`config.mk`:
```
export PLATFORM = sky130hd
export DESIGN_NAME = hvn_math_unit
export DESIGN_NICKNAME = d
export VERILOG_FILES = /design/src/hw/rtl/hvn_pkg.sv /design/src/hw/rtl/hvn_math_unit.sv
export SDC_FILE = /design/constraint.sdc
export NUM_CORES = 1
export LEC_CHECK = 0
export ABC_AREA = 1
export BUFFER_PORTS_ARGS = -buffer_cell sky130_fd_sc_hd__buf_2
export CAP_MARGIN = 30
export CORE_AREA = 2 2 206 360
export CTS_CLUSTER_SIZE = 20
export DETAILED_ROUTE_END_ITERATION = 7
export DIE_AREA = 0 0 208 362
export PLACE_DENSITY_LB_ADDON = 0.1
export SYNTH_ARGS = -nofsm -noshare
export SYNTH_HDL_FRONTEND = slang
export SYNTH_SLANG_ARGS = --single-unit
export TNS_END_PERCENT = 30
```
`constraint.sdc`:
```
create_clock -name clk_i -period 14 [get_ports clk_i]
set_input_delay 2.1 -clock clk_i [delete_from_list [all_inputs] [get_ports clk_i]]
set_output_delay 2.1 -clock clk_i [all_outputs]
set_load 0.02 [all_outputs]
```
`src/hw/rtl/hvn_pkg.sv`:
```
// Package for the heightfield vertex normal block: grid sizes, fixed-point
// constants, operation codes and shared types. Depends on nothing.
`timescale 1ns / 1ps
package hvn_pkg;

  localparam int unsigned GridCols = 64;
  localparam int unsigned GridRows = 64;
  localparam int unsigned ColW     = 6;
  localparam int unsigned RowW     = 6;
  localparam int unsigned AddrW    = 12;
  localparam int unsigned HeightW  = 16;
  localparam int unsigned SizeW    = 7;
  localparam int unsigned CfgIdxW  = 1;
  localparam int unsigned NormW    = 16;

  // register indexes
  localparam logic [CfgIdxW-1:0] RegCols = 1'b0;
  localparam logic [CfgIdxW-1:0] RegRows = 1'b1;

  // operation codes
  localparam logic OpWrite = 1'b0;
  localparam logic OpRead  = 1'b1;

  // triangle sum accumulator width and root/divide widths
  localparam int unsigned AccW  = 24;
  localparam int unsigned RadW  = 64;
  localparam int unsigned RootW = 32;
  localparam int unsigned NumW  = 64;

  localparam logic signed [NormW-1:0] OutOne = 16'sd16384;

  // request to the shared root/divide unit
  typedef struct packed {
    logic             sqrt_start;
    logic             div_start;
    logic [RadW-1:0]  radicand;
    logic [NumW-1:0]  numer;
    logic [RootW-1:0] denom;
  } mu_req_t;

  typedef struct packed {
    logic             done;
    logic [RootW-1:0] root;
    logic [NumW-1:0]  quot;
  } mu_rsp_t;

endpackage

```
`src/hw/rtl/hvn_math_unit.sv`:
```
// Shared iterative unit for hvn: integer square root (two bits a step) and
// unsigned restoring division with round-to-nearest. Depends on hvn_pkg.
`timescale 1ns / 1ps
module hvn_math_unit (
  input  logic            clk_i,
  input  logic            rst_ni,
  input  hvn_pkg::mu_req_t req_i,
  output hvn_pkg::mu_rsp_t rsp_o
);

  localparam logic [1:0] MuIdle = 2'd0;
  localparam logic [1:0] MuSqrt = 2'd1;
  localparam logic [1:0] MuDiv  = 2'd2;

  logic [1:0]                   state_q, state_d;
  logic [6:0]                   cnt_q, cnt_d;
  logic [hvn_pkg::RadW-1:0]     rem_q, rem_d;
  logic [hvn_pkg::RadW-1:0]     val_q, val_d;
  logic [hvn_pkg::RadW-1:0]     res_q, res_d;
  logic [hvn_pkg::RootW:0]      den_q, den_d;
  logic                         done_q, done_d;
  logic [hvn_pkg::RadW+1:0]     trial;
  logic [hvn_pkg::RadW:0]       drem;
  logic [hvn_pkg::RadW:0]       dsub;

  always_comb begin
    state_d = state_q;
    cnt_d   = cnt_q;
    rem_d   = rem_q;
    val_d   = val_q;
    res_d   = res_q;
    den_d   = den_q;
    done_d  = 1'b0;
    trial   = '0;
    drem    = '0;
    dsub    = '0;
    unique case (state_q)
      MuIdle: begin
        if (req_i.sqrt_start) begin
          state_d = MuSqrt;
          cnt_d   = 7'd32;
          rem_d   = '0;
          val_d   = req_i.radicand;
          res_d   = '0;
        end else if (req_i.div_start) begin
          // rounded quotient (2n + d) / (2d): shift in 2n+d bits
          state_d = MuDiv;
          cnt_d   = 7'd64;
          rem_d   = '0;
          val_d   = (req_i.numer << 1) + {32'd0, req_i.denom};
          res_d   = '0;
          den_d   = {req_i.denom, 1'b0};
        end
      end
      MuSqrt: begin
        // bring down two bits, try root*4+1
        trial = {rem_q, val_q[hvn_pkg::RadW-1 -: 2]} - {res_q[hvn_pkg::RadW-1:0], 2'b01};
        if (!trial[hvn_pkg::RadW+1]) begin
          rem_d = trial[hvn_pkg::RadW-1:0];
          res_d = {res_q[hvn_pkg::RadW-2:0], 1'b1};
        end else begin
          rem_d = {rem_q[hvn_pkg::RadW-3:0], val_q[hvn_pkg::RadW-1 -: 2]};
          res_d = {res_q[hvn_pkg::RadW-2:0], 1'b0};
        end
        val_d = val_q << 2;
        cnt_d = cnt_q - 7'd1;
        if (cnt_q == 7'd1) begin
          state_d = MuIdle;
          done_d  = 1'b1;
        end
      end
      MuDiv: begin
        drem = {rem_q, val_q[hvn_pkg::RadW-1]};
        dsub = drem - {{(hvn_pkg::RadW-hvn_pkg::RootW){1'b0}}, den_q};
        if (!dsub[hvn_pkg::RadW]) begin
          rem_d = dsub[hvn_pkg::RadW-1:0];
          res_d = {res_q[hvn_pkg::RadW-2:0], 1'b1};
        end else begin
          rem_d = drem[hvn_pkg::RadW-1:0];
          res_d = {res_q[hvn_pkg::RadW-2:0], 1'b0};
        end
        val_d = val_q << 1;
        cnt_d = cnt_q - 7'd1;
        if (cnt_q == 7'd1) begin
          state_d = MuIdle;
          done_d  = 1'b1;
        end
      end
      default: state_d = MuIdle;
    endcase
  end

  always_ff @(posedge clk_i or negedge rst_ni) begin
    if (!rst_ni) begin
      state_q <= MuIdle;
      cnt_q   <= '0;
      done_q  <= 1'b0;
    end else begin
      state_q <= state_d;
      cnt_q   <= cnt_d;
      done_q  <= done_d;
    end
  end

  always_ff @(posedge clk_i) begin
    rem_q <= rem_d;
    val_q <= val_d;
    res_q <= res_d;
    den_q <= den_d;
  end

  assign rsp_o.done = done_q;
  assign rsp_o.root = res_q[hvn_pkg::RootW-1:0];
  assign rsp_o.quot = res_q;

endmodule

```
==> results by group <==
Pwr
  • Leak: ~14 nW
  • Worst VDD drop: 0.1797 mV
  • PD cells: 290.3 nW/µm²
  • Power after layout: 8.142 mW

GRT
  • Vias in the first global route: around 27k
  • Global-route usage over all layers: between 20% and 30%
  • Grt total ovfl: 0
  • Global-route wire length before repair: 164200 µm
  • Pin count of the biggest net entering global routing: 78
  • Initial antenna violation count: 2

Detailed routing
  • Final wirelength: between 100000 and 150000 µm
  • Wire length per cell: 21.54 µm
  • Total vias in the final route: about 27k
  • Routed vias/inst: 5.119
  • Drt pass-1 iters: 5
  • Drt initial violations: 1488
  • DRT antenna net count: 0
  • DRC errors left: 0

Critical path
  • FF-to-FF Start: rem_q[36]
  • Critical path type: in2reg
  • CP max FO: 6
  • CP endpoint kind: flop
  • Startpoint type of the worst setup path: input pin
  • CP Cell Sequence: buf_2, ha_1, inv_1, fa_1, inv_1, nand3_1, nand2_1, nand2_1, nand2_1, nand3_1, nand2_1, nand4_1, nand2_1, nand3_1, o21ai_0, nand2_1
  • Required time of the critical path: 14.36 ns
  • Worst path slowest cell: fa_1
  • Top Family by Delay on Critical Path: simple AND/OR/NAND/NOR gates
  • Cells on worst reg2reg path: 14
  • Worst R2R Setup Slack: 9.93 ns
  • CP Buf/Inv Count: 3
  • Max incr delay on CP: roughly 0.4 ns
  • Worst EP arrival: between 4 and 5 ns
  • R2r endpoint: rem_q[0]
  • Worst path most repeated cell: nand2_1

Die
  • Core region area: 72450 µm²
  • Starting density of the core: 34.75%
  • I/O pin cnt: 261
  • Die Span Y: 362 µm
  • Die area: 75300 µm²
  • Die X: about 210 µm
  • FP Rows: 131

STA
  • Final setup skew: 0.01198 ns
  • # setup viols final: 0
  • Worst-Margin Slew: 1.016 ns
  • Final Hold Fails: 0
  • Max Freq: 216.8 MHz
  • Max Slew Vio Count: 0
  • Fin Hold WS: ~0.52 ns
  • Period Utilization, post-route: 32.94%
  • Unrepaired setup endpoints after global routing: false
  • Tmin final: 4.612 ns
  • Slew HR: 31.63%
  • Final worst slack: 9.388 ns
  • Setup TNS Final: 0 ns

Layout
  • Layout Nets: 4565
  • Fill count: 8309
  • Area delta synth->final: 11.40%
  • Layout Cells excl Fill: 5221
  • Layout cells sized above 1: 8.976%

Placement
  • I/O Buffers: between 200 and 300
  • Placed Cells incl. Taps: just over 5k
  • Routability Congestion: just over 1
  • Place WS: 8.795 ns
  • DP HPWL: about 94000 µm

Hold path
  • HP Class: reg2reg
  • Hold_sp: state_q[0]
  • Hold endpoint: state_q[0]
  • Hold Path Stages: 2

Synth
  • Synth warnings: 0
  • Sequential share of the synthesized area: 27.71%
  • Synthesized instance count: 4082
  • Area of the mapped netlist: roughly 25000 µm²
  • Fraction of registers with async set or reset after synthesis: 4.274%
  • EDFF count, synth: between 200 and 250
  • Yosys top cell area share: 26.72%
  • Yosys cell types: 52
  • Post-synthesis net count: 4380
  • Top cells by area, synth: edfxtp_1 27%, nand2_1 19%, inv_1 11%
  • Main flop type after synthesis: edfxtp_1
  • Yosys reg bits: 234
  • Leading area contributor after synthesis: edfxtp_1
  • Avg Cell Area, Syn: 6.167 µm²

Clocking
  • CTS buffer count: 28
  • CTS tree: yes
  • Clock transition at the registers of the reported paths: 0.06 ns
  • Clock sinks: 234
  • Hold-fix buffers, CTS: 0
  • Clock buffer depth: 3
  • Root cell of the clock tree: clkbuf_16
  • CTS H-tree lvls: 1
  • Post_cts resized: 0
  • Setup Buffers After CTS: 0
  • Later-pin clock latency in the skew report: 0.62 ns

Run
  • Max cap viols: 0

Status
  • Outcome: completed
-- through the flow --
step	cell area, µm²	util [%]
finish	28040	38.71
global route	28040	38.71
CTS	28010	38.67
detailed placement	27100	37.40
global placement	27090	37.40
floorplan	25170	-
-- registers in the layout (all words and copies together), names as in the netlist --
signal   cells
done_q       1
den_q       32
res_q       64
cnt_q        7
state_q      2
rem_q       64
val_q       64
-- area by class of cell --
cell class | count | area, µm² | share of cell area (%)
antenna | 1 | 2.502 | 0.008923
clock buffer | 37 | 765.7 | 2.730
multi-input combinational | 2971 | 14690 | 52.36
inverter | 753 | 2834 | 10.11
timing repair buffer | 279 | 1464 | 5.220
tap | 931 | 1165 | 4.154
clock inverter | 15 | 151.4 | 0.5398
sequential | 234 | 6977 | 24.88
-- how the worst max path moves through the flow --
stage	slack, ns	cells past startpoint	end	startpoint
final	9.39	16	val_q[53]	req_i[1]
after floorplan	6.87	8	cnt_q[4]	req_i[160]
after global routing	9.25	16	val_q[53]	req_i[1]
after CTS	9.47	16	val_q[53]	req_i[1]
after global placement	8.82	16	val_q[53]	req_i[1]
after detailed placement	8.80	16	val_q[53]	req_i[1]
-- power by group --
group / leakage [nW] / internal, mW / total, mW / switching [mW]
Sequential: 2.45 / 1.24 / 1.52 / 0.281
Clock: 0.438 / 0.424 / 0.767 / 0.343
Combinational: 11.3 / 1.68 / 5.85 / 4.17
-- cells in the mapped netlist (14+ instances only) --
library cell,instances
a221oi_1,26
o22ai_1,31
nor3_1,48
xnor2_1,67
nor4_1,18
o21ai_0,94
nand4_1,42
nand2_2,14
inv_1,746
a21oi_1,229
nand3b_1,20
nor2_1,419
edfxtp_1,224
nand2_1,1299
buf_4,34
clkbuf_1,44
xor2_1,24
o21bai_1,25
buf_2,26
nand3_1,400
ha_1,132
-- cells in the final DEF, fill, tap and decap left out, types with 29 or more instances in the layout --
cell type	n
nor2_1	415
xnor2_1	67
nand2_1	1297
edfxtp_1	224
nand3_1	400
a21oi_1	229
inv_1	744
nor3_1	48
o21ai_0	94
o22ai_1	31
nand4_1	42
ha_1	130
clkbuf_16	29
buf_2	260
-- kinds of logic (layout without fill, tap and decap cells) --
kind of cell	after synthesis	in the layout	share of synthesized area, %
simple gates	2305	2305	38.45
buf+inv	877	1084	14.07
compound gates	441	441	9.876
flops	234	234	27.71
fa+ha+maj	134	134	6.720
xor+xnor	91	91	3.166
other cells	0	1	0
-- metal layers --
layer	up-vias	share of wire, %	track usage [%]
met2	863	52	55.28
met3	286	4.0	2.537
met4	0	9.3	23.18
met1	12210	35	29.19
met5	-	0	0
li1	13360	-	-
-- worst reg2reg max path, delay by kind of cell, from the launching register on --
family	cells	cell delay (ns)
AND/OR/NAND/NOR	10	2.00
flip-flops	1	0.60
buffers and inverters	2	0.60
adder cells (fa/ha/maj)	1	0.55
AO/OA/AOI/OAI	1	0.17
No activity file was read; power rests on OpenSTA's default activity.
